===== src/rtl/rwhf_pkg.sv =====
// Package for the ring write head finder.
// Holds widths, register indexes, reset values and the result struct.
// No dependencies.
package rwhf_pkg;

   localparam int STAMP_W = 32;
   localparam int DELTA_W = 32;
   localparam int LENGTH_W = 14;
   localparam int INDEX_W = 13;
   localparam int COUNT_W = 14;
   localparam int OUT_SLOTS = 4;

   localparam int MAX_RING_DEFAULT = 8192;
   localparam int LOG_SLOTS_DEFAULT = 4;

   localparam int CSR_INDEX_W = 1;
   localparam int CSR_DATA_W = 32;
   localparam logic [CSR_INDEX_W-1:0] CSR_EXPECTED_DELTA = 1'd0;
   localparam logic [CSR_INDEX_W-1:0] CSR_RING_LENGTH = 1'd1;

   localparam logic [DELTA_W-1:0] DELTA_RESET = 32'd10000;
   localparam logic [LENGTH_W-1:0] LENGTH_RESET = 14'd2048;
   localparam int MIN_RING = 2;

   typedef logic [INDEX_W-1:0] index_type;

   typedef struct packed {
      logic head_found;
      index_type head_index;
      logic [COUNT_W-1:0] break_count;
      index_type [OUT_SLOTS-1:0] break_index;
   } result_type;

endpackage


===== src/rtl/rwhf_gap_check.sv =====
// Gap classifier: flags a break when later minus earlier is not within
// one tick of the expected delta (wrapping 32-bit arithmetic).
// Depends on rwhf_pkg.
module rwhf_gap_check (
   input  logic [rwhf_pkg::STAMP_W-1:0] earlier,
   input  logic [rwhf_pkg::STAMP_W-1:0] later,
   input  logic [rwhf_pkg::DELTA_W-1:0] expected_delta,
   output logic                         is_break
);

   logic [rwhf_pkg::STAMP_W-1:0] offset;

   always_comb begin
      offset = later - earlier - expected_delta + rwhf_pkg::STAMP_W'(1);
      is_break = (offset > rwhf_pkg::STAMP_W'(2));
   end

endmodule


===== src/rtl/rwhf_snapshot.sv =====
// Snapshot tracker: first/previous stamp, position, break count and break log.
// Classifies the adjacent gap and, on the last word, the wrap gap.
// Depends on rwhf_pkg and rwhf_gap_check.
module rwhf_snapshot #(
   parameter int MAX_RING = rwhf_pkg::MAX_RING_DEFAULT,
   parameter int LOG_SLOTS = rwhf_pkg::LOG_SLOTS_DEFAULT
) (
   input  logic                          clock,
   input  logic                          reset,
   input  logic                          word_valid,
   input  logic                          commit,
   input  logic [rwhf_pkg::STAMP_W-1:0]  stamp,
   input  logic [rwhf_pkg::DELTA_W-1:0]  expected_delta,
   input  logic [rwhf_pkg::LENGTH_W-1:0] ring_length,
   output logic                          last_word,
   output rwhf_pkg::result_type          result
);

   localparam int POS_W = (MAX_RING > 2) ? $clog2(MAX_RING) : 1;
   localparam int CMP_W = (POS_W + 1 > rwhf_pkg::LENGTH_W + 1) ? POS_W + 1
                                                               : rwhf_pkg::LENGTH_W + 1;
   localparam int NSLOT = (LOG_SLOTS < rwhf_pkg::OUT_SLOTS) ? LOG_SLOTS
                                                            : rwhf_pkg::OUT_SLOTS;
   localparam logic [CMP_W-1:0] MAX_LEN = CMP_W'(MAX_RING);
   localparam logic [CMP_W-1:0] MIN_LEN = CMP_W'(rwhf_pkg::MIN_RING);

   logic [rwhf_pkg::STAMP_W-1:0] first_ff, first_in;
   logic [rwhf_pkg::STAMP_W-1:0] prev_ff, prev_in;
   logic [POS_W-1:0]             pos_ff, pos_in;
   logic [rwhf_pkg::COUNT_W-1:0] count_ff, count_in;
   rwhf_pkg::index_type          latest_ff, latest_in;
   rwhf_pkg::index_type          log_ff [NSLOT];
   rwhf_pkg::index_type          log_in [NSLOT];

   logic [CMP_W-1:0]             len;
   logic [CMP_W-1:0]             ring_ext;
   logic                         first_word;
   logic                         adj_break, wrap_break;
   logic                         b0, b1;
   rwhf_pkg::index_type          idx0, idx1;
   logic [rwhf_pkg::COUNT_W-1:0] cnt1, cnt2;

   rwhf_gap_check u_adj_gap (
      .earlier        (prev_ff),
      .later          (stamp),
      .expected_delta (expected_delta),
      .is_break       (adj_break)
   );

   rwhf_gap_check u_wrap_gap (
      .earlier        (stamp),
      .later          (first_ff),
      .expected_delta (expected_delta),
      .is_break       (wrap_break)
   );

   always_comb begin
      ring_ext = CMP_W'(ring_length);
      if (ring_ext < MIN_LEN) begin
         len = MIN_LEN;
      end else if (ring_ext > MAX_LEN) begin
         len = MAX_LEN;
      end else begin
         len = ring_ext;
      end
      first_word = (pos_ff == '0);
      last_word = word_valid && !first_word && (CMP_W'(pos_ff) + CMP_W'(1) >= len);

      // break charged to the earlier word of each pair
      b0 = !first_word && adj_break;
      b1 = last_word && wrap_break;
      idx0 = rwhf_pkg::INDEX_W'(pos_ff - POS_W'(1));
      idx1 = rwhf_pkg::INDEX_W'(pos_ff);
      cnt1 = count_ff + rwhf_pkg::COUNT_W'(b0);
      cnt2 = cnt1 + rwhf_pkg::COUNT_W'(b1);

      for (int k = 0; k < NSLOT; k++) begin
         if (b0 && count_ff == rwhf_pkg::COUNT_W'(k)) begin
            log_in[k] = idx0;
         end else if (b1 && cnt1 == rwhf_pkg::COUNT_W'(k)) begin
            log_in[k] = idx1;
         end else begin
            log_in[k] = log_ff[k];
         end
      end

      if (b1) begin
         latest_in = idx1;
      end else if (b0) begin
         latest_in = idx0;
      end else begin
         latest_in = latest_ff;
      end

      first_in = first_word ? stamp : first_ff;
      prev_in = stamp;
      count_in = cnt2;
      pos_in = pos_ff + POS_W'(1);

      result.head_found = (cnt2 == rwhf_pkg::COUNT_W'(1));
      result.head_index = result.head_found ? latest_in : '0;
      result.break_count = cnt2;

      // unlogged slots (beyond the log depth) read as zero
      for (int k = 0; k < rwhf_pkg::OUT_SLOTS; k++) begin
         result.break_index[k] = '0;
      end
      for (int k = 0; k < NSLOT; k++) begin
         result.break_index[k] = log_in[k];
      end
   end

   always_ff @(posedge clock) begin
      if (reset) begin
         first_ff <= '0;
         prev_ff <= '0;
         pos_ff <= '0;
         count_ff <= '0;
         latest_ff <= '0;
         for (int k = 0; k < NSLOT; k++) begin
            log_ff[k] <= '0;
         end
      end else if (commit) begin
         first_ff <= first_in;
         prev_ff <= prev_in;
         if (last_word) begin
            pos_ff <= '0;
            count_ff <= '0;
            latest_ff <= '0;
            for (int k = 0; k < NSLOT; k++) begin
               log_ff[k] <= '0;
            end
         end else begin
            pos_ff <= pos_in;
            count_ff <= first_word ? count_ff : count_in;
            latest_ff <= latest_in;
            for (int k = 0; k < NSLOT; k++) begin
               log_ff[k] <= log_in[k];
            end
         end
      end
   end

endmodule


===== src/rtl/ring_write_head_finder.sv =====
// Ring write head finder, top level: input register, snapshot tracker, result register.
// A snapshot's result is loaded into the result register as its last word leaves the input register.
// Throughput: one word per cycle while words do not stall; the result register lets the next snapshot stream on.
// Words stall only while a finished result is held and the in-flight word is a last word.
// Reset (synchronous) empties both registers, starts a new snapshot and loads the
// register defaults: expected delta 10000, ring length 2048.
module ring_write_head_finder #(
   parameter int MAX_RING = rwhf_pkg::MAX_RING_DEFAULT,
   parameter int LOG_SLOTS = rwhf_pkg::LOG_SLOTS_DEFAULT
) (
   input  logic                             clock,
   input  logic                             reset,
   input  logic                             req_valid,
   output logic                             req_stall,
   input  logic [rwhf_pkg::STAMP_W-1:0]     req_stamp_low,
   output logic                             rsp_valid,
   input  logic                             rsp_stall,
   output logic                             rsp_head_found,
   output logic [rwhf_pkg::INDEX_W-1:0]     rsp_head_index,
   output logic [rwhf_pkg::COUNT_W-1:0]     rsp_break_count,
   output logic [rwhf_pkg::INDEX_W-1:0]     rsp_first_break_index,
   output logic [rwhf_pkg::INDEX_W-1:0]     rsp_second_break_index,
   output logic [rwhf_pkg::INDEX_W-1:0]     rsp_third_break_index,
   output logic [rwhf_pkg::INDEX_W-1:0]     rsp_fourth_break_index,
   input  logic                             csr_write_enable,
   input  logic [rwhf_pkg::CSR_INDEX_W-1:0] csr_index,
   input  logic [rwhf_pkg::CSR_DATA_W-1:0]  csr_write_data
);

   logic [rwhf_pkg::DELTA_W-1:0]  delta_ff;
   logic [rwhf_pkg::LENGTH_W-1:0] length_ff;

   logic                          in_valid_ff, in_valid_in;
   logic [rwhf_pkg::STAMP_W-1:0]  in_stamp_ff;
   logic                          rsp_valid_ff, rsp_valid_in;
   rwhf_pkg::result_type          rsp_data_ff, result;

   logic                          req_take;
   logic                          last_word;
   logic                          advance;

   rwhf_snapshot #(
      .MAX_RING  (MAX_RING),
      .LOG_SLOTS (LOG_SLOTS)
   ) u_snapshot (
      .clock          (clock),
      .reset          (reset),
      .word_valid     (in_valid_ff),
      .commit         (advance),
      .stamp          (in_stamp_ff),
      .expected_delta (delta_ff),
      .ring_length    (length_ff),
      .last_word      (last_word),
      .result         (result)
   );

   always_comb begin
      // a last word waits only when the result register cannot take its result
      advance = in_valid_ff && (!last_word || !rsp_valid_ff || !rsp_stall);
      req_stall = in_valid_ff && !advance;
      req_take = req_valid && !req_stall;
      in_valid_in = req_take || (in_valid_ff && !advance);
      rsp_valid_in = (advance && last_word) || (rsp_valid_ff && rsp_stall);
   end

   always_ff @(posedge clock) begin
      if (reset) begin
         in_valid_ff <= 1'b0;
         rsp_valid_ff <= 1'b0;
         delta_ff <= rwhf_pkg::DELTA_RESET;
         length_ff <= rwhf_pkg::LENGTH_RESET;
      end else begin
         in_valid_ff <= in_valid_in;
         rsp_valid_ff <= rsp_valid_in;
         if (csr_write_enable) begin
            case (csr_index)
               rwhf_pkg::CSR_EXPECTED_DELTA: begin
                  delta_ff <= rwhf_pkg::DELTA_W'(csr_write_data);
               end
               rwhf_pkg::CSR_RING_LENGTH: begin
                  length_ff <= rwhf_pkg::LENGTH_W'(csr_write_data);
               end
               default: begin
               end
            endcase
         end
      end
   end

   always_ff @(posedge clock) begin
      if (req_take) begin
         in_stamp_ff <= req_stamp_low;
      end
      if (advance && last_word) begin
         rsp_data_ff <= result;
      end
   end

   assign rsp_valid = rsp_valid_ff;
   assign rsp_head_found = rsp_data_ff.head_found;
   assign rsp_head_index = rsp_data_ff.head_index;
   assign rsp_break_count = rsp_data_ff.break_count;
   assign rsp_first_break_index = rsp_data_ff.break_index[0];
   assign rsp_second_break_index = rsp_data_ff.break_index[1];
   assign rsp_third_break_index = rsp_data_ff.break_index[2];
   assign rsp_fourth_break_index = rsp_data_ff.break_index[3];

endmodule


===== config.mk =====
export PLATFORM = sky130hd
export DESIGN_NAME = ring_write_head_finder
export DESIGN_NICKNAME = d
export VERILOG_FILES = /design/src/rtl/rwhf_pkg.sv /design/src/rtl/rwhf_gap_check.sv /design/src/rtl/rwhf_snapshot.sv /design/src/rtl/ring_write_head_finder.sv
export SDC_FILE = /design/constraint.sdc
export NUM_CORES = 1
export LEC_CHECK = 0
export BUFFER_PORTS_ARGS = -buffer_cell sky130_fd_sc_hd__buf_2
export CAP_MARGIN = 5
export CORE_UTILIZATION = 45
export CTS_CLUSTER_SIZE = 30
export DETAILED_ROUTE_END_ITERATION = 10
export HOLD_SLACK_MARGIN = 0.02
export REMOVE_ABC_BUFFERS = 1
export SETUP_SLACK_MARGIN = 0.5
export SYNTH_ARGS = -nofsm -noshare
export SYNTH_HDL_FRONTEND = slang
export SYNTH_SLANG_ARGS = --single-unit
export TNS_END_PERCENT = 20

===== constraint.sdc =====
create_clock -name clock -period 6.9 [get_ports clock]
set_input_delay 0.345 -clock clock [delete_from_list [all_inputs] [get_ports clock]]
set_output_delay 0.345 -clock clock [all_outputs]
set_load 0.005 [all_outputs]

After elaboration in Yosys (flattened, before gate mapping). Memory sizes are Yosys's and may differ from the RTL's. Cells that the tools add are included.

Add/subtract/negate cells: 11. $lt $le $gt $ge: 5. Eq/ne operators: 8. Mux-type cells: 34. Bitwise gates (word level): 9. Reductions and logical operators: 34.

Operators by type and width (number): 13-bit two-way mux (20); 32-bit subtractor (4); 32-bit by 1-bit adder with 32-bit output, second input constant (2); 32-bit by 2-bit > comparator with 1-bit output, second input constant (2); 14-bit by 2-bit equality test with 1-bit output, second input constant (4); 14-bit by 1-bit equality test with 1-bit output, second input constant (3); 14-bit two-way mux (3); 14-bit by 1-bit adder with 14-bit output (2); 14-bit logical NOT (2); 1-bit logical AND (17); 15-bit >= comparator (1); 15-bit two-way mux (1); 13-bit by 1-bit adder with 14-bit output, second input constant (1); 14-bit > comparator, second input constant (1); 14-bit by 2-bit < comparator with 1-bit output, second input constant (1); 13-bit by 1-bit adder with 13-bit output, second input constant (1); 13-bit logical NOT (1); 13-bit by 1-bit subtractor with 13-bit output, second input constant (1); 1-bit two-way mux (10); 1-bit OR (8); 2-bit AND reduction (4); 1-bit logical NOT (6); 1-bit logical OR (4); 2-bit != test, second input constant (1); 1-bit inverter (1).

Register bits: 264. Memory bits (writable): 52. Input port bits: 70. Output and inout bits: 82. Memories kept: 1.

Memories: u_snapshot.log_ff (depth 4, width 13, rd ports 4, clocked after memory_dff 0, write ports 4, line rwhf_snapshot.sv:32) `rwhf_pkg::index_type log_ff [NSLOT];`.

Depth between registers and ports, before layout.
Depth after elaboration: 14. Depth in mapped cells: 35. Gate-level depth less buffers: 30.

Cells and area by module. Synthesis repeated with hierarchy kept, for this count alone.

Cells, all modules: 2361. Area total of the unflattened synthesis: 20936.3 um^2.

Modules (own cells, without submodules): rwhf_snapshot (times used 1, cells each 1179, area each 9155.0 um^2); ring_write_head_finder (times used 1, cells each 325, area each 5096.1 um^2); rwhf_gap_check at u_snapshot.u_wrap_gap (times used 1, cells each 425, area each 3367.0 um^2); rwhf_gap_check at u_snapshot.u_adj_gap (times used 1, cells each 432, area each 3318.2 um^2).

Worst setup path after synthesis. Ideal clock, no wire load.

Path kind: flip-flop to flip-flop. From: register in_stamp_ff[3] in the netlist's numbering. To: memory u_snapshot.log_ff[0][11] in the netlist's numbering, data pin. Setup time: 0.167 ns. Arrival: 7.429 ns. Data required time: 6.733 ns. Setup slack: -0.697 ns. Cell stages (with the launch flop): 33. Period minus slack after synthesis: 7.597 ns. Cells stage by stage: edfxtp_1 > inv_1 > fa_1 > inv_1 > ha_1 > ha_1 > nor2b_4 > o31a_1 > o21a_1 > or2_1 > o311a_1 > or4_4 > a2111oi_4 > nand4_4 > o21ai_2 > inv_2 > clkbuf_1 > ha_1 > ha_1 > clkbuf_1 > nand2_1 > or3_1 > clkbuf_1 > xor2_1 > and3_1 > nand4_1 > or3_1 > or3_1 > clkbuf_1 > o21ai_1 > buf_2 > o22ai_1 > a211oi_1.

RTL lines: start, declared (line ring_write_head_finder.sv:34) `logic [rwhf_pkg::STAMP_W-1:0] in_stamp_ff;`; start signal, assigned (line ring_write_head_finder.sv:92) `in_stamp_ff <= req_stamp_low;`; end, declared (line rwhf_snapshot.sv:32).

==> results.md <==
* Reg clk slew, reported paths at 0.06 ns
* Post-Syn Area at between 20000 and 25000 um2
* Clk sinks at 316
* CP max stage delay at 0.56 ns
* Ys async rst share at 0
* Status: finished clean
* Die X at 217 um
* Clk_lat worst skew at between 0.5 and 0.6 ns
* # setup viols final at 0
* Maxcap violations at 0
* Sequential area share after synthesis at 0.376
* Pint at 4.24 mW
* Hold Fails Final Rpt at 0
* Kind of critical path: register to register
* First-pass GRT wire length at 105 mm
* Global route overflow at 0
* Via/cell ratio at 5.83
* WL/cell at 20.7 um
* Clock group share of total power at 0.314
* Vias in the first global route at 18500
* Flop pwr share at 0.320
* Height of the die at 217 um
* Drt pass-1 iters at 6
* Via count at between 15000 and 20000
* Yosys warns at 0
* H-tree lvl count at 2
* Power Total at 6.49 mW
* Final Non-Filler Cells at 3309
* Max VDD drop at 215 uV
* Hpwl dp at 50.4 mm
* Lkg Pwr at 10.5 nW
* CTS tree: yes
* Final wirelength at 68.5 mm
* Arr. time, crit path at 7.11 ns
* GRT Util Overall at 0.287
* FMAX at 0.149 GHz
* Yosys reg bits at 316
* Total core area at ~46000 um2
* Rows at 78
* Mapped Cells at 2362
* Most frequent cells in the layout: nand2_1 (368), buf_4 (209), a21oi_1 (196), dfxtp_1 (163), edfxtp_1 (151)
* Slew HR at 0.181
* Nets at just under 3000
* Worst-margin pin slew at around 1.2 ns
* Startpoint types: register
* Fill cells at 4008
* Placer Congestion at just over 0.9
* Layout cells sized above 1 at 0.239
* Period utilisation layout at 0.972
* Initial antenna violation count at 0
* Area grow syn2layout at 26.5%
* Hold WC Path Type: input port to register
* CP dominant cell by count: ha_4
* Slew Viols, Final at 0
* Distinct cells, synth at 95
* Die ar. at 47200 um2
* Slowest-stage cell, CP: or4_4
* Worst hold margin at 0.0410 ns
* Crit path max-delay family: simple AND/OR/NAND/NOR gates
* WP buf/inv at 5
* Pre-CTS setup slack at -0.136 ns
* Final WS setup at 0.196 ns
* RSZ-0062 raised after global routing: true
* Setup crit end kind: register
* Ant diodes at 0
* Placed Instances at 3167
* Sw Pwr at 2.25 mW
* Clock Skew at approximately 0.023 ns
* Power density cells at 246 nW/um2
* Largest net degree at the start of global routing at around 80
* DRT iter0 DRCs at 1588
* Number of routed nets with antenna violations at 0
* Post-synth EDFFs at 151
* TritonCTS buffer count at 38
* Syn Area/Cell at 8.83 um2
* Most common cell after layout, fill and taps aside: nand2_1
* CP max FO at 7
* Comb pwr share at 0.366
* Switching Fraction at 0.346
* PortBufs at 151
* Synth Flop Type: dfxtp_1
* Worst Path Required at approximately 7.3 ns
* Clock buffer depth at 3
* Initial core utilization at 0.457
* DRC viols at 0
* Root buffer cell: clkbuf_16
* Minimum clock period at 6.70 ns
* Setup TNS at 0 ns
* Num ports at ~150
==> what timing repair did <==
item,in CTS,in global routing
hold buffers,40,0
resized for setup,96,126
pin swaps,40,45
endpoints found under the hold margin,40,0
setup endpoints to repair,114,119
gates cloned,2,0
setup buffers,19,12
==> synthesized netlist by cell type, drive strengths merged, types with 8 or more instances <==
cell | instances | area [um2]
a2111oi | 10 | 108
a211o | 8 | 70.1
a211oi | 27 | 203
a21boi | 10 | 78.8
a21o | 35 | 263
a21oi | 224 | 1120
a22oi | 24 | 180
a31oi | 11 | 75.1
and2 | 22 | 140
and3 | 19 | 119
buf | 19 | 108
clkbuf | 115 | 432
dfxtp | 165 | 3300
edfxtp | 151 | 4530
fa | 62 | 1240
ha | 145 | 1810
inv | 169 | 634
mux2 | 9 | 101
mux2i | 15 | 150
nand2 | 373 | 1400
nand2b | 17 | 106
nand3 | 63 | 315
nand4 | 30 | 203
nor2 | 120 | 453
nor2b | 15 | 101
nor3 | 64 | 320
nor4 | 30 | 194
o211ai | 21 | 158
o21a | 27 | 203
o21ai | 95 | 483
o21bai | 8 | 60.1
o221a | 11 | 124
o22ai | 29 | 181
or2 | 8 | 50.1
or3 | 24 | 150
or4 | 9 | 71.3
xnor2 | 50 | 438
xor2 | 26 | 228
==> flip-flops by register name, summed over array words and instances, names as in the netlist, 14 cells and up <==
signal	count
u_snapshot.count_ff	14
length_ff	14
u_snapshot.prev_ff	32
rsp_break_count	14
delta_ff	32
u_snapshot.log_ff	52
u_snapshot.first_ff	32
in_stamp_ff	32
==> per-layer routing <==
metal	share of wire	up-vias	global-route usage
li1	-	9076	-
met1	0.44	9344	0.401
met2	0.45	758	0.460
met3	0.082	110	0.0447
met4	0.024	0	0.0800
met5	0	-	0
==> worst register-to-register path: cells and delay by family, from the launching register on <==
family	cells	cell delay (ns)
flops	1	0.34
simple gates	9	2.18
fa+ha+maj	7	1.76
buf+inv	5	0.52
xor+xnor	2	0.22
compound gates	6	1.52
==> final cells by class <==
cell class                 count  area, um2  share of cell area
clock buffer                  54       1050              0.0399
clock inverter                15        181             0.00688
tap                          600        751              0.0285
sequential                   316       7840               0.297
timing repair buffer         412       2950               0.112
multi-input combinational   1741      12900               0.491
inverter                     171        647              0.0245
==> logic make-up (layout without fill, tap and decap cells) <==
logic type,after synthesis,after routing,synth area share
DFF,316,316,0.376
and+or+nand+nor,830,830,0.189
muxes,24,24,0.0121
buffers and inverters,305,652,0.0567
xor gates and xnor gates,76,76,0.0319
adders and majority gates,208,208,0.147
AOI/OAI and AO/OA,603,603,0.188
==> path summary, 6_finish.rpt <==
check	start	to	slack (ns)	depth (start not counted)
hold reg to reg	u_snapshot.prev_ff[29]	u_snapshot.prev_ff[29]	0.45	2
setup / recovery	u_snapshot.prev_ff[1]	rsp_head_index[0]	0.20	29
setup reg to reg	u_snapshot.prev_ff[1]	rsp_head_index[0]	0.20	29
hold / removal	csr_write_data[23]	delta_ff[23]	0.04	3
==> through the flow <==
stage,util,cell area (um2)
finish,0.578,26400
global placement,0.512,23300
CTS,0.564,25700
floorplan,-,20300
global route,0.578,26400
detailed placement,0.512,23300
==> power by group through the flow <==
stage	registers, mW	clock network, mW	logic [mW]
4_1_cts	2.07	2.06	2.26
3_3_place_gp	2.11	0	2.11
6_report	2.08	2.04	2.38
5_1_grt	2.08	2.14	2.58
2_1_floorplan	2.10	0	1.35
3_5_place_dp	2.11	0	2.12
Power figures use the tool's default switching activity.
